### config.mk
export PLATFORM = sky130hd
export DESIGN_NAME = rwde_lane
export DESIGN_NICKNAME = d
export VERILOG_FILES = /design/src/rtl/rgba_window_dilate_erode_macros.svh /design/src/rtl/rwde_pkg.sv /design/src/rtl/rwde_lane.sv
export SDC_FILE = /design/constraint.sdc
export NUM_CORES = 1
export LEC_CHECK = 0
export ABC_AREA = 1
export BUFFER_PORTS_ARGS = -buffer_cell sky130_fd_sc_hd__clkbuf_2
export CAP_MARGIN = 20
export CORE_MARGIN = 5
export CORE_UTILIZATION = 45
export DETAILED_ROUTE_END_ITERATION = 8
export PLACE_DENSITY = 0.71
export SETUP_SLACK_MARGIN = 0.5
export SYNTH_ARGS = -nofsm -noshare
export SYNTH_HDL_FRONTEND = slang
export SYNTH_SLANG_ARGS = --single-unit
### constraint.sdc
create_clock -name clk_i -period 9.67 [get_ports clk_i]
set_input_delay 1.934 -clock clk_i [delete_from_list [all_inputs] [get_ports clk_i]]
set_output_delay 1.934 -clock clk_i [all_outputs]
set_load 0.02 [all_outputs]
### src/rtl/rgba_window_dilate_erode_macros.svh
// assertion macros for the rgba window dilate/erode block
// no dependencies; included by modules that carry assertions
`ifndef RGBA_WINDOW_DILATE_ERODE_MACROS_SVH
`define RGBA_WINDOW_DILATE_ERODE_MACROS_SVH

// condition holds at every clock edge outside reset
`define RWDE_ASSERT_ALWAYS(label, clk, rstn, cond, msg) \
  label: assert property (@(posedge clk) disable iff (!rstn) (cond)) else $error(msg);

// antecedent implies consequent in the same cycle
`define RWDE_ASSERT_IMPLY(label, clk, rstn, ante, cons, msg) \
  label: assert property (@(posedge clk) disable iff (!rstn) (ante) |-> (cons)) \
    else $error(msg);

// antecedent implies consequent in the next cycle
`define RWDE_ASSERT_NEXT(label, clk, rstn, ante, cons, msg) \
  label: assert property (@(posedge clk) disable iff (!rstn) (ante) |=> (cons)) \
    else $error(msg);

`endif

### src/rtl/rwde_pkg.sv
// shared types, constants and channel merge functions for the dilate/erode block
// no dependencies; imported by every module of the block
package rwde_pkg;

  localparam int MAX_RADIUS  = 15;
  localparam int STORE_DEPTH = 2 * MAX_RADIUS;
  localparam int PIX_W       = 32;
  localparam int CH_W        = 8;
  localparam int NUM_CH      = PIX_W / CH_W;
  localparam int NUM_LANES   = 4;
  localparam int LANE_ELEMS  = 8;
  localparam int WIN_ELEMS   = NUM_LANES * LANE_ELEMS;
  localparam int RADIUS_W    = 4;
  localparam int POS_W       = 5;
  localparam int AGE_W       = 5;
  localparam int CFG_IDX_W   = 1;
  localparam int CFG_DATA_W  = 4;

  typedef logic [PIX_W-1:0] pixel_t;

  typedef struct packed {
    pixel_t pixel_in;
    logic   line_end;
  } in_item_t;

  typedef struct packed {
    pixel_t pixel_out;
    logic   run_last;
    logic   line_done;
  } out_item_t;

  // flags that travel with a result through the lane and merge stages
  typedef struct packed {
    logic run_last;
    logic line_done;
  } res_tag_t;

  typedef enum logic {
    ST_IDLE,
    ST_RUN
  } state_e;

  typedef enum logic {
    OP_DILATE,
    OP_ERODE
  } op_e;

  typedef enum logic [CFG_IDX_W-1:0] {
    REG_RADIUS    = 1'b0,
    REG_OPERATION = 1'b1
  } reg_idx_e;

  // per-channel max (dilate) or min (erode) of two pixels
  function automatic pixel_t chan_merge(pixel_t a, pixel_t b, logic erode);
    pixel_t          res;
    logic [CH_W-1:0] ca;
    logic [CH_W-1:0] cb;
    res = '0;
    for (int c = 0; c < NUM_CH; c++) begin
      ca = a[c*CH_W +: CH_W];
      cb = b[c*CH_W +: CH_W];
      if (erode) begin
        res[c*CH_W +: CH_W] = (ca < cb) ? ca : cb;
      end else begin
        res[c*CH_W +: CH_W] = (ca > cb) ? ca : cb;
      end
    end
    return res;
  endfunction

  // neutral element of the merge
  function automatic pixel_t merge_ident(logic erode);
    return erode ? '1 : '0;
  endfunction

endpackage

### src/rtl/rwde_lane.sv
// one reduction lane: masked max/min over a slice of the window, registered
// depends on rwde_pkg
module rwde_lane import rwde_pkg::*; (
  input  logic                  clk_i,
  input  logic                  en_i,
  input  logic                  erode_i,
  input  logic [LANE_ELEMS-1:0] mask_i,
  input  pixel_t                elems_i [LANE_ELEMS],
  output pixel_t                red_o
);

  pixel_t lvl0 [LANE_ELEMS];
  pixel_t lvl1 [LANE_ELEMS/2];
  pixel_t lvl2 [LANE_ELEMS/4];
  pixel_t red_d;
  pixel_t red_q;

  // masked elements become the neutral value
  always_comb begin
    for (int i = 0; i < LANE_ELEMS; i++) begin
      lvl0[i] = mask_i[i] ? elems_i[i] : merge_ident(erode_i);
    end
  end

  // three-level pairwise tree
  always_comb begin
    for (int i = 0; i < LANE_ELEMS/2; i++) begin
      lvl1[i] = chan_merge(lvl0[2*i], lvl0[2*i+1], erode_i);
    end
    for (int i = 0; i < LANE_ELEMS/4; i++) begin
      lvl2[i] = chan_merge(lvl1[2*i], lvl1[2*i+1], erode_i);
    end
    red_d = chan_merge(lvl2[0], lvl2[1], erode_i);
  end

  // lane result register
  always_ff @(posedge clk_i) begin
    if (en_i) begin
      red_q <= red_d;
    end
  end

  assign red_o = red_q;

endmodule

==> results of run 1 <==
-- routing by layer --
layer	routed length (um)	up-vias	GRT usage
li1	-	11100	-
met1	25800	9769	0.354
met2	28800	841	0.468
met3	3970	161	0.0271
met4	2680	2	0.108
met5	14	-	0
-- logic make-up after synthesis --
logic type | Yosys count | synth area share
buffers and inverters | 514 | 0.124
AND/OR/NAND/NOR | 1991 | 0.516
flip-flops | 32 | 0.0557
AO/OA/AOI/OAI | 438 | 0.142
adder cells (fa/ha/maj) | 224 | 0.163
-- path summary, 6_finish.rpt --
kind	endpoint	depth (start not counted)	slack, ps
min	red_o[6]	9	2420
max	red_o[20]	39	1180
-- Yosys cell counts --
cell       number  area, um^2
o2111ai_2       2        30.0
a31oi_1         8        50.1
o31ai_2         2        25.0
clkinv_1        2        7.51
clkbuf_1       34         128
nand4_1        21         131
nor3_1          3        15.0
inv_1         346        1300
buf_1          21        78.8
or2_2           2        12.5
a21oi_1       295        1480
nor2_1         76         285
buf_2          63         315
buf_4          16         120
a211oi_1        2        15.0
o21ai_1        28         140
nand4_2         8         100
nor2_2          7        43.8
a21oi_2        31         272
nand3b_1        1        7.51
a21o_1          7        52.6
o21bai_1       10        75.1
nand2_2        16         100
nor2_8          5         100
ha_1          224        2800
and3_1          1        6.26
nand3_1       771        3860
and2_1         61         382
o31ai_1         4        30.0
o21ai_0        33         165
o211ai_1        2        15.0
o21a_1         14         105
nand2_1      1015        3810
edfxtp_1       32         961
inv_4           1        6.26
nor2_4          2        22.5
inv_2          23        86.3
buf_6           7        78.8
buf_12          1        20.0
nor3b_1         2        15.0
-- tightest hold or removal path, stage by stage --
cell and delay [ps]:
clkbuf_2 80, nand2_1 50, nand2_1 60, nand3_1 90, nand3_1 80, nand2_1 80
nand3_1 90, nand3_1 80, nand2_1 60
-- report_power, final --
group	switching, mW	internal, mW	total [mW]
clock	0.0625	0.0922	0.155
combinational	1.86	0.962	2.83
sequential	0.0429	0.262	0.305
total	1.97	1.32	3.29
-- placed cells by master, fill, tap and decap left out, drive strengths merged, types with 7 or more instances in the layout --
cell       n
a21oi    326
nand4     29
edfxtp    32
a21o       7
ha       224
a31oi      8
clkbuf   301
o21bai    10
nor2      91
and2      61
inv      370
nand3    771
o21a      14
o21ai     61
nand2   1031
buf       29
-- final cells by class --
type	instances	area, um^2
clock inverters	2	7.51
well taps	511	639
inverters	372	1400
repair buffers	325	1720
fillers	4187	18700
flip-flops and latches	32	961
clock buffers	5	125
multi-input cells	2654	14200
-- repair_timing --
item                                    4_1_cts  5_1_grt
hold buffers                                  0        0
resized for setup                             0        9
endpoints found under the hold margin         0        0
endpoints found under the setup margin        0       25
==> flow_metrics.py, run 1 <==
metrics = {
    "synthesis": {
        "netlist_area_mm2": 0.0172,
        "ys_ff_latch": 32,
        "synth.distinct_cells": 40,
        "synth_nets": 3690,
        "yosysSeqAreaShare": 0.0557,
        "synth-warning-count": 0,
        "netlist_instances": 3199,
        "avgSynthCellArea_um2": 5.39,
    },
    "global_routing": {
        "grt_overflow": 0,
        "grt_max_degree": 157,
        "grt_pass1_vias": 19800,
        "track_usage": 0.274,
        "antenna_found_initial": 2,
        "grt_pass1_wl_um": 96300,
    },
    "run": {
        "max_cap_violations": 0,
    },
    "timing": {
        "finalSetupViolCount": 0,
        "max_freq_mhz": 118,
        "tightest_slew_ps": 896,
        "hold_viol_final": 0,
        "hold_ws_ps": 2420,
        "drv_slew": 0,
        "fin_tns_setup_ps": 0,
        "slew_headroom": 0.402,
        "post-route-period-util": 0.878,
        "layout_min_cycle_time_ps": 8490,
        "rsz0062_at_grt": "false",
        "timing.final.ws_setup_ps": 1180,
    },
    "critical_path": {
        "worstPathArrival_ps": 8630,
        "required_ps": 9810,
        "path_max_fanout": 54,
        "crit_top_cell": "nand2_1",
        "worstSetupPathType": "primary input to flip-flop",
        "slowest_delay_ps": 410,
        "start_kind": "primary input",
        "cp_slowest_cell": "inv_2",
        "crit_family": "simple AND/OR/NAND/NOR gates",
        "critPathBufInv": 9,
        "end_kind": "flip-flop",
        "startpoint": "erode_i",
    },
    "floorplan": {
        "die_area_mm2": 0.0423,
        "std_cell_rows": 71,
        "start_util": 0.457,
        "ios": 299,
        "design.core.area_mm2": 0.0378,
        "die_width_um": 206,
        "chipHeight_um": 206,
    },
    "finish": {
        "finalNonFillerCells": 3901,
        "fin_nets": 3881,
        "stdcell_area_mm2": 0.0190,
        "drive_above_1_share": 0.128,
        "areaGrowthSynthToFinish_pct": 10.3,
        "largest_reg_flops": 32,
        "diodes": 0,
        "final_util": 0.504,
    },
    "routing": {
        "via_count": 21900,
        "drt_iter0_drc": 1357,
        "vias_per_cell": 5.60,
        "ant_nets": 0,
        "detail_route.wl_per_cell_um": 15.7,
        "drc": 0,
        "totalWireLength_um": 61200,
        "first_pass_iters": 5,
    },
    "placed_design": {
        "dp_hpwl_um": 49000,
        "port_buffers": 298,
        "globalplace.congestion": 0.950,
        "placed_area_mm2": 0.0189,
        "post-place-ws_ps": 768,
        "dp.cells": 3893,
    },
    "power": {
        "ir_worst_vdd_mv": 0.184,
        "power_density_mw_per_mm2": 173,
        "leakage_nw": 11.2,
        "power.total_mw": 3.29,
    },
    "clock_tree": {
        "root_buffer": "clkbuf_16",
        "cts_buffers": 5,
        "clk_pin_slew_ps": 60,
        "htree_levels": 2,
        "cts_tree": "built",
        "clock_sinks": 32,
        "cts_max_path_buffers": 2,
        "cts_setup_buffers": 0,
    },
    "hold_path": {
        "hold_start": "elems_i[70]",
        "hold_path.class": "primary input to flip-flop",
    },
    "outcome": {
        "status": "completed",
    },
}
Note: power is estimated with default switching activity, not from simulation.
==> inputs of run 2 (changes only) <==
--- a/config.mk
+++ b/config.mk
@@ -11,7 +11,7 @@
 export CORE_MARGIN = 5
 export CORE_UTILIZATION = 45
 export DETAILED_ROUTE_END_ITERATION = 8
-export PLACE_DENSITY = 0.71
+export PLACE_DENSITY = 0.74
 export SETUP_SLACK_MARGIN = 0.5
 export SYNTH_ARGS = -nofsm -noshare
 export SYNTH_HDL_FRONTEND = slang
==> constraint.sdc (replaced) <==
create_clock -name clk_i -period 7.3 [get_ports clk_i]
set_input_delay 1.46 -clock clk_i [delete_from_list [all_inputs] [get_ports clk_i]]
set_output_delay 1.46 -clock clk_i [all_outputs]
set_load 0.02 [all_outputs]
==> flow_metrics.py, run 2 (same netlist as run 1, synthesis figures left out) <==
metrics = {
    "critical_path": {
        "worstPathArrival_ps": 6600,
        "slowest_delay_ps": 280,
        "path_max_fanout": 8,
        "cp_slowest_cell": "ha_1",
        "end_kind": "flip-flop",
        "worstSetupPathType": "primary input to flip-flop",
        "start_kind": "primary input",
        "required_ps": 7330,
    },
    "timing": {
        "drv_slew": 0,
        "max_freq_mhz": 152,
        "hold_ws_ps": 1910,
        "tightest_slew_ps": 920,
        "hold_viol_final": 0,
        "rsz0062_at_grt": "true",
        "slew_headroom": 0.387,
        "layout_min_cycle_time_ps": 6570,
        "finalSetupViolCount": 0,
        "post-route-period-util": 0.899,
    },
    "finish": {
        "final_util": 0.560,
        "areaGrowthSynthToFinish_pct": 22.5,
        "diodes": 0,
        "fillCellCount": 3880,
        "multi_input_area_mm2": 0.0150,
        "fin_nets": 4020,
        "final_common_cell": "nand2_1",
        "finalNonFillerCells": 4041,
        "layout_common_cells": "nand2_1, nand3_1, inv_1",
        "stdcell_area_mm2": 0.0211,
        "drive_above_1_share": 0.205,
        "largest_reg_flops": 32,
        "seqCellArea_um2": 961,
    },
    "floorplan": {
        "start_util": 0.457,
        "die_width_um": 206,
        "chipHeight_um": 206,
        "design.core.area_mm2": 0.0378,
        "ios": 299,
        "std_cell_rows": 71,
        "die_area_mm2": 0.0423,
    },
    "global_routing": {
        "track_usage": 0.279,
        "antenna_found_initial": 2,
        "grt_max_degree": 146,
        "grt_pass1_vias": 20400,
        "grt_pass1_wl_um": 98400,
        "grt_overflow": 0,
    },
    "routing": {
        "first_pass_iters": 6,
        "drc": 0,
        "detail_route.wl_per_cell_um": 16.1,
        "via_count": 22700,
        "ant_nets": 0,
        "vias_per_cell": 5.63,
        "totalWireLength_um": 65000,
        "drt_iter0_drc": 1577,
    },
    "outcome": {
        "status": "completed",
    },
    "placed_design": {
        "placed_area_mm2": 0.0194,
        "globalplace.congestion": 1.01,
        "dp.cells": 3953,
        "dp_hpwl_um": 50100,
        "port_buffers": 298,
    },
    "power": {
        "ir_worst_vdd_mv": 0.177,
        "power.total_mw": 4.95,
        "leakage_nw": 12.1,
        "power_density_mw_per_mm2": 234,
    },
    "clock_tree": {
        "cts_max_path_buffers": 2,
        "clk_pin_slew_ps": 60,
        "clock_sinks": 32,
        "htree_levels": 2,
        "cts_buffers": 5,
        "root_buffer": "clkbuf_16",
        "cts_hold_buf": 0,
        "cts_tree": "built",
    },
    "hold_path": {
        "hold_depth": 9,
        "hold_path.class": "primary input to flip-flop",
    },
    "run": {
        "max_cap_violations": 0,
    },
}
-- run 2: final timing paths --
check	startpoint	endpoint	slack, ps
max	erode_i	red_o[2]	730
min	elems_i[92]	red_o[28]	1910
-- run 2: through the flow --
stage / setup slack (ps) / setup TNS [ps]
after floorplan: 638 / 0
final: 735 / 0
after detailed placement: -104 / -911
after global placement: 19.1 / 0
after global routing: 416 / 0
after CTS: 479 / 0
-- run 2: critical path: cells and delay by family --
| kind | cells | cell delay, ps |
|---|---|---|
| simple gates | 17 | 2070 |
| compound gates | 6 | 880 |
| buf+inv | 10 | 1420 |
| fa+ha+maj | 3 | 730 |
-- run 2: repair_timing --
| action | in CTS | in global routing |
|---|---|---|
| pin swaps | 1 | 38 |
| resized for setup | 24 | 223 |
| endpoints found under the setup margin | 32 | 32 |
| gates cloned | 1 | 9 |
| setup buffers | 1 | 69 |
-- run 2: cell type report --
cell class	instances	area share
Clock buffer	7	0.00628
Multi-Input combinational cell	2660	0.708
Tap cell	511	0.0303
Clock inverter	1	0.000178
Timing Repair Buffer	458	0.140
Inverter	372	0.0691
Sequential cell	32	0.0455
-- run 2: routing by layer --
layer | part of all wire | wire (um) | global-route usage | vias to the layer above
li1 | - | - | - | 11400
met1 | 0.41 | 26600 | 0.357 | 10200
met2 | 0.48 | 31200 | 0.483 | 1001
met3 | 0.070 | 4540 | 0.0279 | 208
met4 | 0.041 | 2650 | 0.107 | 4
met5 | 0.00032 | 21 | 0 | -
-- run 2: power by group --
group	internal [mW]	leakage, nW	switching [mW]
Sequential	0.348	0.312	0.0645
Combinational	1.63	11.7	2.69
Clock	0.126	0.0655	0.0891
Total	2.10	12.1	2.84
