--- src/rtl/rgba_window_dilate_erode_macros.svh ---
// assertion macros for the rgba window dilate/erode block
// no dependencies; included by modules that carry assertions
`ifndef RGBA_WINDOW_DILATE_ERODE_MACROS_SVH
`define RGBA_WINDOW_DILATE_ERODE_MACROS_SVH

// condition holds at every clock edge outside reset
`define RWDE_ASSERT_ALWAYS(label, clk, rstn, cond, msg) \
  label: assert property (@(posedge clk) disable iff (!rstn) (cond)) else $error(msg);

// antecedent implies consequent in the same cycle
`define RWDE_ASSERT_IMPLY(label, clk, rstn, ante, cons, msg) \
  label: assert property (@(posedge clk) disable iff (!rstn) (ante) |-> (cons)) \
    else $error(msg);

// antecedent implies consequent in the next cycle
`define RWDE_ASSERT_NEXT(label, clk, rstn, ante, cons, msg) \
  label: assert property (@(posedge clk) disable iff (!rstn) (ante) |=> (cons)) \
    else $error(msg);

`endif

--- src/rtl/rwde_pkg.sv ---
// shared types, constants and channel merge functions for the dilate/erode block
// no dependencies; imported by every module of the block
package rwde_pkg;

  localparam int MAX_RADIUS  = 15;
  localparam int STORE_DEPTH = 2 * MAX_RADIUS;
  localparam int PIX_W       = 32;
  localparam int CH_W        = 8;
  localparam int NUM_CH      = PIX_W / CH_W;
  localparam int NUM_LANES   = 4;
  localparam int LANE_ELEMS  = 8;
  localparam int WIN_ELEMS   = NUM_LANES * LANE_ELEMS;
  localparam int RADIUS_W    = 4;
  localparam int POS_W       = 5;
  localparam int AGE_W       = 5;
  localparam int CFG_IDX_W   = 1;
  localparam int CFG_DATA_W  = 4;

  typedef logic [PIX_W-1:0] pixel_t;

  typedef struct packed {
    pixel_t pixel_in;
    logic   line_end;
  } in_item_t;

  typedef struct packed {
    pixel_t pixel_out;
    logic   run_last;
    logic   line_done;
  } out_item_t;

  // flags that travel with a result through the lane and merge stages
  typedef struct packed {
    logic run_last;
    logic line_done;
  } res_tag_t;

  typedef enum logic {
    ST_IDLE,
    ST_RUN
  } state_e;

  typedef enum logic {
    OP_DILATE,
    OP_ERODE
  } op_e;

  typedef enum logic [CFG_IDX_W-1:0] {
    REG_RADIUS    = 1'b0,
    REG_OPERATION = 1'b1
  } reg_idx_e;

  // per-channel max (dilate) or min (erode) of two pixels
  function automatic pixel_t chan_merge(pixel_t a, pixel_t b, logic erode);
    pixel_t          res;
    logic [CH_W-1:0] ca;
    logic [CH_W-1:0] cb;
    res = '0;
    for (int c = 0; c < NUM_CH; c++) begin
      ca = a[c*CH_W +: CH_W];
      cb = b[c*CH_W +: CH_W];
      if (erode) begin
        res[c*CH_W +: CH_W] = (ca < cb) ? ca : cb;
      end else begin
        res[c*CH_W +: CH_W] = (ca > cb) ? ca : cb;
      end
    end
    return res;
  endfunction

  // neutral element of the merge
  function automatic pixel_t merge_ident(logic erode);
    return erode ? '1 : '0;
  endfunction

endpackage

--- src/rtl/rwde_merge.sv ---
// merge stage: combines the lane results and holds the output item register
// depends on rwde_pkg
module rwde_merge import rwde_pkg::*; (
  input  logic      clk_i,
  input  logic      rst_ni,
  input  logic      erode_i,
  input  logic      valid_i,
  input  res_tag_t  tag_i,
  input  pixel_t    lanes_i [NUM_LANES],
  output logic      ready_o,
  output logic      out_valid_o,
  input  logic      out_ready_i,
  output out_item_t out_item_o
);

  pixel_t    pair [NUM_LANES/2];
  out_item_t item_d;
  out_item_t item_q;
  logic      valid_q;

  // two-level tree over the lanes
  always_comb begin
    for (int i = 0; i < NUM_LANES/2; i++) begin
      pair[i] = chan_merge(lanes_i[2*i], lanes_i[2*i+1], erode_i);
    end
    item_d.pixel_out = chan_merge(pair[0], pair[1], erode_i);
    item_d.run_last  = tag_i.run_last;
    item_d.line_done = tag_i.line_done;
  end

  assign ready_o = !valid_q || out_ready_i;

  // output valid
  always_ff @(posedge clk_i or negedge rst_ni) begin
    if (!rst_ni) begin
      valid_q <= 1'b0;
    end else if (ready_o) begin
      valid_q <= valid_i;
    end
  end

  // output payload
  always_ff @(posedge clk_i) begin
    if (ready_o && valid_i) begin
      item_q <= item_d;
    end
  end

  assign out_valid_o = valid_q;
  assign out_item_o  = item_q;

endmodule

--- config.mk ---
export PLATFORM = sky130hd
export DESIGN_NAME = rwde_merge
export DESIGN_NICKNAME = d
export VERILOG_FILES = /design/src/rtl/rgba_window_dilate_erode_macros.svh /design/src/rtl/rwde_pkg.sv /design/src/rtl/rwde_merge.sv
export SDC_FILE = /design/constraint.sdc
export NUM_CORES = 1
export LEC_CHECK = 0
export ABC_AREA = 1
export BUFFER_PORTS_ARGS = -buffer_cell sky130_fd_sc_hd__buf_2
export CORE_ASPECT_RATIO = 0.6
export CORE_MARGIN = 1
export CORE_UTILIZATION = 50
export CTS_CLUSTER_DIAMETER = 30
export CTS_CLUSTER_SIZE = 14
export DETAILED_ROUTE_END_ITERATION = 6
export HOLD_SLACK_MARGIN = 0.03
export PLACE_DENSITY = 0.77
export REMOVE_ABC_BUFFERS = 1
export SLEW_MARGIN = 40
export SYNTH_ARGS = -nofsm -noshare
export SYNTH_HDL_FRONTEND = slang
export SYNTH_SLANG_ARGS = --single-unit
--- constraint.sdc ---
create_clock -name clk_i -period 2.6 [get_ports clk_i]
set_clock_uncertainty 0.2 [all_clocks]
set_input_delay 0.39 -clock clk_i [delete_from_list [all_inputs] [get_ports clk_i]]
set_output_delay 0.39 -clock clk_i [all_outputs]
set_load 0.05 [all_outputs]
==> results of run 1 <==
[metrics by stage]
| step | instances | area, sq um | util (%) | TNS [ns] |
|---|---|---|---|---|
| after CTS | 1955 | 14300 | 96.5 | -11.47 |
| after detailed placement | 1862 | 11100 | 75.0 | -31.30 |
| after global placement | 1862 | 11100 | 75.0 | -27.62 |
| after floorplan | 1184 | 7600 | - | -38.82 |
[cell families after synthesis]
logic type / after synthesis / synth area share, %
flops: 35 / 13.4
buf+inv: 215 / 11.4
fa+ha+maj: 96 / 15.4
compound gates: 75 / 5.67
simple gates: 794 / 54.1
[timing repair]
action | in CTS
setup buffers | 80
endpoints found under the setup margin | 32
gates resized for setup | 503
hold endpoints to repair | 1
pin swaps | 270
hold buffers | 1
cloned | 6
==> metrics.yaml, run 1 <==
place:
  dp_hpwl_microns: 21500
  place_congestion: 0.931
  place_ws_ns: -1.17
  numPortBuffers: 170
synthesis:
  yosysUniqueCellTypes: 34
  synth.area.top_cells: "nand3_1, ha_1, nand2_1"
  yosysMostFrequentCell: "nand3_1"
  synth_flop_cell: "edfxtp_1"
  yosys.area.top_type: "nand3_1"
  yosysSeqAreaShare_pct: 13.4
  ys_top_cells_by_count: "nand3_1, nand2_1, inv_1"
  synth-edff-count: 34
  yosysTopAreaCellShare_pct: 22.9
  synth_warnings: 0
  synth_area_sq_um: 7790
  ys_ff_latch: 35
  async_flop_share_pct: 2.86
  synth_cells: 1215
  syn_avg_cell_area_sq_um: 6.41
outcome:
  status: "aborted with a tool error"
  first-error: "[ERROR DPL-0038] Utilization greater than 100%, impossible to legalize"
  lastStage: "global routing (5_1_grt)"
die:
  initial_core_util_pct: 52.5
  die_h_microns: 98.7
  fp-row-count: 34
  io_pins: 171
  die_w_microns: 163
clock_tree:
  cts_buffer_depth: 2
  cts_sinks: 35
  root_buffer: "clkbuf_16"
  cts_buffers: 5
  htree_levels: 2
timing:
  crit_endpoint: "out_item_o[4]$_DFFE_PP_/D"
  worst_endpoint_kind: "sequential cell input"
global_routing:
  grt_max_degree: 35
==> run 2: changes to the inputs <==
- CORE_ASPECT_RATIO: 0.6 -> default
- CORE_UTILIZATION: 50 -> 35
- CTS_CLUSTER_DIAMETER: 30 -> default
- CTS_CLUSTER_SIZE: 14 -> default
- HOLD_SLACK_MARGIN: 0.03 -> default
- PLACE_DENSITY: 0.77 -> default
- PLACE_DENSITY_LB_ADDON: default -> 0.15
- clock period: 2.6 -> 3.4 ns (I/O delays scaled with it)
==> metrics.yaml, run 2 <==
outcome:
  status: "completed"
routing:
  route.vias.total: 9591
  drt-vias-per-instance: 4.90
  drt_pass1_iterations: 5
  wl_per_cell_microns: 12.9
  ant_nets: 0
  wirelength_microns: 25300
  detail_route.iter0.violations: 406
  drcViolationCount: 0
power:
  netSwitchingPower_mw: 1.77
  combPwrFrac_pct: 72.1
  p_sw_share_pct: 46.6
  clkPwrFrac_pct: 12.4
  p_per_area_nw_per_um2: 319
  internal_power_mw: 2.03
  ir_drop_v: 0.000180
  finalPower_mw: 3.81
  seq_power_share_pct: 15.5
  p_leak_nw: 6.55
final_layout:
  largest_register_ffs: 34
  layout_commonest_cell: "nand3_1"
  instances_no_fill: 1957
  drive_above_1_share_pct: 40.2
  layout_common_cells: "nand3_1, buf_4, nand2_1, buf_2, inv_1"
  fill_cells: 2187
  multi_input_area_sq_um: 6400
  area_delta_synth_final_pct: 53.4
  final_nets: 1906
  regArea_sq_um: 1050
synthesis:
  yosysSeqAreaShare_pct: 13.4
  ys_ff_latch: 35
  synth_area_sq_um: 7790
  synth_flop_cell: "edfxtp_1"
  async_flop_share_pct: 2.86
  yosys.area.top_type: "nand3_1"
  synth_cells: 1215
  ys_top_cells_by_count: "nand3_1, nand2_1, inv_1"
  syn_avg_cell_area_sq_um: 6.41
  synth-edff-count: 34
  synth_warnings: 0
  yosysTopAreaCellShare_pct: 22.9
  yosysMostFrequentCell: "nand3_1"
  synth.area.top_cells: "nand3_1, ha_1, nand2_1"
  yosysUniqueCellTypes: 34
clock_tree:
  cts_tree: "yes"
  clock_latency_ns: 0.28
  cts_buffers: 5
  cts_sinks: 35
  cts_buffer_depth: 2
  htree_levels: 2
  path_clk_slew_ns: 0.06
  root_buffer: "clkbuf_16"
global_routing:
  grt_pass1_vias: 8739
  grt_max_degree: 48
  grt_pass1_wl_microns: 40100
  antenna_found_initial: 2
  grt.total_usage_pct: 21.5
  grt_overflow: 0
timing:
  fin_crit_sh_pct: 96.1
  max_freq_mhz: 306
  setup_viol: 0
  post-route-min-period_ns: 3.27
  worstMarginPinSlew_ns: 0.554
  finalHoldViolations: 0
  timing_max_transition_violations_final: 0
  max_slew_margin_pct: 63.1
die:
  fp-row-count: 54
  core_sq_um: 21800
  io_pins: 171
  die_w_microns: 151
  dieArea_sq_um: 22900
  die_h_microns: 151
  initial_core_util_pct: 35.7
run:
  max_cap_violations: 0
critical_path:
  cp.arrival_ns: 3.10
  worstSetupStartpointType: "input pin"
  crit_type: "in -> reg"
  worstRegToRegCells: 2
  end_kind: "flip-flop"
  crit_required_ns: 3.23
  worstPathMaxFanout: 13
place:
  place_inst: 1939
  place_congestion: 0.845
  numPortBuffers: 170
  dp_hpwl_microns: 20300
min_path:
  hold_depth: 1
  hp-class: "in -> reg"
[run 2: cell counts after synthesis]
Identical to the previous run, type by type.
[run 2: kinds of logic (layout without fill, tap and decap cells)]
kind of cell / Yosys count / after routing / share of synthesized area (%)
compound gates: 75 / 75 / 5.67
buf+inv: 215 / 674 / 11.4
fa+ha+maj: 96 / 96 / 15.4
flops: 35 / 35 / 13.4
other cells: 0 / 1 / 0
simple gates: 794 / 796 / 54.1
[run 2: critical path: stages]
cell	delay (ns)
buf_2	0.08
inv_1	0.05
ha_1	0.32
a21o_1	0.24
nor2_8	0.15
nand2_8	0.10
buf_4	0.15
nand3_2	0.04
nand3_1	0.10
and2_1	0.17
ha_1	0.19
inv_1	0.07
a21oi_2	0.06
o21ai_2	0.15
nand2_1	0.08
nand2_2	0.10
o21ai_2	0.08
inv_2	0.15
nand3_1	0.11
nand3_1	0.09
nand2_1	0.09
[run 2: final timing paths]
path	startpoint	end	slack [ns]
max	lanes_i[79]	out_item_o[10]$_DFFE_PP_	0.13
min	tag_i[0]	out_item_o[0]$_DFFE_PP_	0.20
max reg2reg	out_valid_o$_DFFE_PN0N_	out_item_o[15]$_DFFE_PP_	1.80
min reg2reg	out_valid_o$_DFFE_PN0N_	out_valid_o$_DFFE_PN0N_	0.37
max in group asynchronous	rst_ni	out_valid_o$_DFFE_PN0N_	2.59
min in group asynchronous	rst_ni	out_valid_o$_DFFE_PN0N_	0.33
[run 2: stage by stage]
step | hold slack (ns) | area, sq um | worst slack, ns | utilization (%) | setup TNS [ns]
floorplan | 0.0144 | 7600 | -0.334 | - | -4.04
global placement | 0.0880 | 11200 | -0.236 | 51.2 | -5.39
detailed placement | 0.0904 | 11200 | -0.295 | 51.2 | -7.17
CTS | 0.183 | 11300 | 0.00585 | 51.9 | 0
global route | 0.186 | 12000 | -0.0229 | 54.8 | -0.106
finish | 0.196 | 12000 | 0.134 | 54.8 | 0
[run 2: repair_timing]
item | CTS | global route
resized for setup | 0 | 109
endpoints found under the setup margin | 0 | 32
buffers inserted | 0 | 6
endpoints found under the hold margin | 1 | 0
hold buffers | 1 | 0
[run 2: area by class of cell]
class                   instances  area share [%]
multi-input cells             967            53.6
diodes                          1          0.0209
well taps                     280            2.93
flip-flops and latches         35            8.75
repair buffers                482            27.7
clock buffers                   8            1.14
inverters                     184            5.90
[run 2: power groups by stage]
stage          combinational, mW  sequential (mW)  clock, mW
2_1_floorplan               1.30            0.802          0
3_3_place_gp                2.49            0.599          0
3_5_place_dp                2.52            0.600          0
4_1_cts                     2.54            0.592      0.494
5_1_grt                     3.04            0.598      0.504
6_report                    2.75            0.591      0.471
[run 2: metal layers]
| metal | global-route usage, % | share of wire [%] |
|---|---|---|
| met4 | 3.30 | 0.80 |
| met2 | 36.6 | 47 |
| met1 | 28.9 | 46 |
| met5 | 0 | 0.051 |
| met3 | 3.19 | 5.7 |
No activity file was read; power rests on OpenSTA's default activity.
==> run 3: changes to the inputs <==
- RECOVER_POWER: default -> 100
==> metrics.yaml, run 3 (synthesis results as in run 2) <==
outcome:
  status: "completed"
routing:
  ant_nets: 0
  drcViolationCount: 0
  route.vias.total: 9595
  drt-vias-per-instance: 4.90
  drt_pass1_iterations: 6
  wirelength_microns: 25400
  wl_per_cell_microns: 13.0
  detail_route.iter0.violations: 415
final_layout:
  layout_common_cells: "nand3_1, buf_4, nand2_1, inv_1, buf_2"
  final_nets: 1906
  drive_above_1_share_pct: 38.0
  area_delta_synth_final_pct: 52.7
  layout_commonest_cell: "nand3_1"
  largest_register_ffs: 34
  final_core_util_pct: 54.5
  instances_no_fill: 1957
global_routing:
  grt_pass1_wl_microns: 40100
  antenna_found_initial: 2
  grt.total_usage_pct: 21.5
  grt_max_degree: 48
  grt_overflow: 0
  grt_pass1_vias: 8739
power:
  p_sw_share_pct: 46.9
  p_per_area_nw_per_um2: 319
  seq_power_share_pct: 15.7
  clkPwrFrac_pct: 12.4
  combPwrFrac_pct: 71.9
  p_leak_nw: 6.44
  ir_drop_v: 0.000181
  netSwitchingPower_mw: 1.78
  internal_power_mw: 2.02
place:
  place_inst: 1939
  dp_hpwl_microns: 20300
  place_congestion: 0.845
  numPortBuffers: 170
  place_ws_ns: -0.295
critical_path:
  cp_slowest_cell: "ha_1"
  worst_path_dominant_cell_family: "simple AND/OR/NAND/NOR gates"
  r2r_start: "out_valid_o$_DFFE_PN0N_"
  worstRegToRegCells: 2
  crit_type: "in -> reg"
  worstSetupStartpointType: "input pin"
  r2r-end: "out_item_o[12]$_DFFE_PP_"
  cp_slowest_stage_delay_ns: 0.32
  end_kind: "flip-flop"
  crit_chain: "buf_2, inv_1, ha_1, a21o_1, nor2_8, nand2_8, buf_4, nand3_2, nand3_1, and2_1, ha_1, inv_1, a21oi_2, o21ai_2, nand2_1, nand2_2, o21ai_2, inv_2, nand3_1, nand3_1, nand2_1"
  cp_common_cell: "nand3_1"
  path_buf_inv: 5
  cp.arrival_ns: 3.10
  worstPathMaxFanout: 13
  crit_required_ns: 3.23
  rrSetupSlack_ns: 1.43
die:
  die_w_microns: 151
  io_pins: 171
  fp-row-count: 54
  initial_core_util_pct: 35.7
  die_h_microns: 151
  core_sq_um: 21800
  dieArea_sq_um: 22900
timing:
  hold_slack_ns: 0.196
  timing_max_transition_violations_final: 0
  max_freq_mhz: 306
  setup_viol: 0
  layout_setup_ws_ns: 0.133
  max_slew_margin_pct: 28.0
  totalNegativeSetupSlack_ns: 0
  finalHoldViolations: 0
  post-route-min-period_ns: 3.27
  worstMarginPinSlew_ns: 1.08
  fin_crit_sh_pct: 96.1
clock_tree:
  root_buffer: "clkbuf_16"
  cts_sinks: 35
  cts_tree: "yes"
  clock_latency_ns: 0.28
  cts_buffers: 5
  cts_buffer_depth: 2
  htree_levels: 2
  path_clk_slew_ns: 0.06
min_path:
  min_to: "out_item_o[0]$_DFFE_PP_"
  hp-class: "in -> reg"
  worstHoldStart: "tag_i[0]"
  hold_depth: 1
run:
  max_cap_violations: 0
[run 3: worst max path at each step]
stage,from,to,slack (ns),cells past startpoint
after global routing,lanes_i[87],out_item_o[20]$_DFFE_PP_,-0.04,20
after floorplan,lanes_i[23],out_item_o[21]$_DFFE_PP_,-0.33,22
after CTS,lanes_i[23],out_item_o[21]$_DFFE_PP_,0.006,23
after detailed placement,lanes_i[23],out_item_o[24]$_DFFE_PP_,-0.29,23
final,lanes_i[79],out_item_o[10]$_DFFE_PP_,0.13,21
after global placement,lanes_i[79],out_item_o[10]$_DFFE_PP_,-0.24,20
[run 3: stage by stage]
stage / total power [mW] / area, sq um
2_1_floorplan: 2.10 / 7600
3_3_place_gp: 3.09 / 11200
3_5_place_dp: 3.12 / 11200
4_1_cts: 3.62 / 11300
5_1_grt: 4.13 / 11900
6_report: 3.79 / 11900
[run 3: power groups by stage]
stage                     clock (mW)  sequential [mW]  combinational (mW)
after global routing           0.504            0.601                3.02
after floorplan                    0            0.802                1.30
after CTS                      0.494            0.592                2.54
final                          0.472            0.594                2.73
after global placement             0            0.599                2.49
after detailed placement           0            0.600                2.52
[run 3: timing repair]
item | in CTS | in global routing
hold buffers | 1 | 0
endpoints found under the setup margin | 0 | 32
gates resized for setup | 0 | 109
setup buffers | 0 | 6
hold endpoints to repair | 1 | 0
[run 3: cell type report]
cell class              count  area (sq um)
multi-input cells         967          6400
inverters                 184           706
clock buffers               8           136
flip-flops and latches     35          1050
repair buffers            482          3250
fillers                  2213          9930
diodes                      1          2.50
well taps                 280           350
[run 3: routing by layer]
layer	global-route usage, %	share of wire (%)	vias up
met1	28.9	46	4291
li1	-	-	5014
met2	36.6	47	267
met3	3.19	5.5	21
met4	3.30	0.76	2
met5	0	0.051	-
==> run 4: changes to the inputs <==
- CELL_PAD_IN_SITES_DETAIL_PLACEMENT: default -> 0
- CELL_PAD_IN_SITES_GLOBAL_PLACEMENT: default -> 1
==> metrics.yaml, run 4 (synthesis results as in run 2) <==
power:
  clkPwrFrac_pct: 13.2
  combPwrFrac_pct: 70.8
  netSwitchingPower_mw: 1.73
  seq_power_share_pct: 16.0
  ir_drop_v: 0.000160
  p_sw_share_pct: 46.8
  internal_power_mw: 1.97
  p_leak_nw: 6.34
  p_per_area_nw_per_um2: 319
die:
  dieArea_sq_um: 22900
  core_sq_um: 21800
  die_h_microns: 151
  initial_core_util_pct: 35.7
  die_w_microns: 151
  io_pins: 171
  fp-row-count: 54
routing:
  drt-vias-per-instance: 4.83
  ant_nets: 0
  route.vias.total: 9400
  drt_pass1_iterations: 5
  detail_route.iter0.violations: 416
  wl_per_cell_microns: 12.4
  drcViolationCount: 0
  wirelength_microns: 24200
global_routing:
  grt.total_usage_pct: 21.1
  grt_max_degree: 57
  antenna_found_initial: 4
  grt_pass1_vias: 8738
  grt_pass1_wl_microns: 39200
  grt_overflow: 0
final_layout:
  layout_commonest_cell: "nand3_1"
  final_nets: 1892
  final_core_util_pct: 53.2
  area_delta_synth_final_pct: 49.0
  largest_register_ffs: 34
  fill_cells: 2239
  layout_common_cells: "nand3_1, nand2_1, buf_4, inv_1, buf_2"
  drive_above_1_share_pct: 35.6
  fin_area_sq_um: 11600
critical_path:
  r2r-end: "out_item_o[30]$_DFFE_PP_"
  worst_path_dominant_cell_family: "simple AND/OR/NAND/NOR gates"
  r2r_start: "out_valid_o$_DFFE_PN0N_"
  worstRegToRegCells: 2
  cp_slowest_cell: "ha_1"
  crit_chain: "buf_2, inv_1, ha_1, a21o_1, nor2_8, nand2_4, buf_4, nand3_1, nand3_1, and2_1, ha_1, a21oi_2, o21ai_2, nand2_1, nand2_4, o21ai_4, buf_6, nand3_1, nand3_1, nand2_1"
  end_kind: "flip-flop"
  cp_common_cell: "nand3_1"
  crit_path_start: "lanes_i[15]"
  path_buf_inv: 4
  cp_slowest_stage_delay_ns: 0.31
  worstSetupStartpointType: "input pin"
  crit_required_ns: 3.24
  rrSetupSlack_ns: 0.39
  crit_type: "in -> reg"
  cp.arrival_ns: 3.09
  cp.depth: 20
  crit_path_end: "out_item_o[14]$_DFFE_PP_"
  worstPathMaxFanout: 6
place:
  place_ws_ns: -0.332
  placed_area_sq_um: 11100
  numPortBuffers: 170
  place_congestion: 0.859
  dp_hpwl_microns: 19900
clock_tree:
  cts_buffers: 5
  cts_sinks: 35
  cts_tree: "yes"
  path_clk_slew_ns: 0.07
  clock_latency_ns: 0.30
  htree_levels: 2
  cts_buffer_depth: 2
  root_buffer: "clkbuf_16"
timing:
  fin_crit_sh_pct: 95.6
  max_freq_mhz: 308
  rsz0062_at_grt: "yes"
  post-route-min-period_ns: 3.25
  max_slew_margin_pct: -25.3
  worstMarginPinSlew_ns: 1.88
  finalHoldViolations: 0
  layout_setup_ws_ns: 0.151
  setup_viol: 0
  timing_max_transition_violations_final: 18
min_path:
  hp-class: "in -> reg"
outcome:
  status: "finished with violations"
  violations: "capacitance limit, slew limit"
run:
  max_cap_violations: 1
==> run 4: how the worst min path moves through the flow <==
stage                  start                       to  cells past startpoint  slack [ns]
global placement      rst_ni  out_valid_o$_DFFE_PN0N_                      1        0.09
global route        tag_i[1]  out_item_o[1]$_DFFE_PP_                      1        0.17
floorplan             rst_ni  out_valid_o$_DFFE_PN0N_                      0        0.01
CTS                 tag_i[1]  out_item_o[1]$_DFFE_PP_                      1        0.17
detailed placement    rst_ni  out_valid_o$_DFFE_PN0N_                      1        0.09
finish              tag_i[1]  out_item_o[1]$_DFFE_PP_                      1        0.18
==> run 4: worst reg2reg max path, cell delays in order, from the launching register on <==
cell,delay [ns]
dfrtp_1,0.40
a21oi_1,1.43
clkbuf_2,0.62
==> run 4: repair_timing <==
action                     CTS  global route
gates cloned                 0             2
setup endpoints to repair    1            32
hold endpoints to repair     1             0
setup buffers                0             8
hold buffers                 1             0
pin swaps                    0            23
gates resized for setup      1            70
==> run 4: per-layer routing <==
layer  vias up  wire length [microns]  share of wire, %  GRT usage [%]
met5         -                      0                 0              0
li1       4993                      -                 -              -
met4         0                    247               1.0           4.50
met1      4169                  11100                46           26.8
met2       224                  11500                47           36.8
met3        14                   1380               5.7           3.61
==> run 4: through the flow <==
| step | cells | hold slack, ns | TNS, ns | total power, mW |
|---|---|---|---|---|
| final | 1946 | 0.179 | 0 | 3.70 |
| after global routing | 1944 | 0.170 | -0.0486 | 4.03 |
| after CTS | 1932 | 0.172 | 0 | 3.58 |
| after detailed placement | 1923 | 0.0897 | -7.10 | 3.07 |
| after global placement | 1923 | 0.0855 | -5.38 | 3.05 |
| after floorplan | 1184 | 0.0144 | -4.04 | 2.10 |
==> run 4: area by class of cell <==
class                           instances  area [sq um]  share of cell area [%]
Tap cell                              280           350                    3.02
Antenna cell                            4          10.0                  0.0862
Clock inverter                          3          20.0                   0.172
Timing Repair Buffer                  470          3220                    27.7
Inverter                              184           709                    6.11
Sequential cell                        35          1050                    9.01
Multi-Input combinational cell        965          6130                    52.8
Clock buffer                            5           125                    1.08
==> run 4: power groups by stage <==
| stage | Clock (mW) | Combinational (mW) | Sequential, mW |
|---|---|---|---|
| after floorplan | 0 | 1.30 | 0.802 |
| after global placement | 0 | 2.45 | 0.598 |
| after detailed placement | 0 | 2.48 | 0.599 |
| after CTS | 0.500 | 2.49 | 0.590 |
| after global routing | 0.512 | 2.93 | 0.597 |
| final | 0.489 | 2.62 | 0.591 |
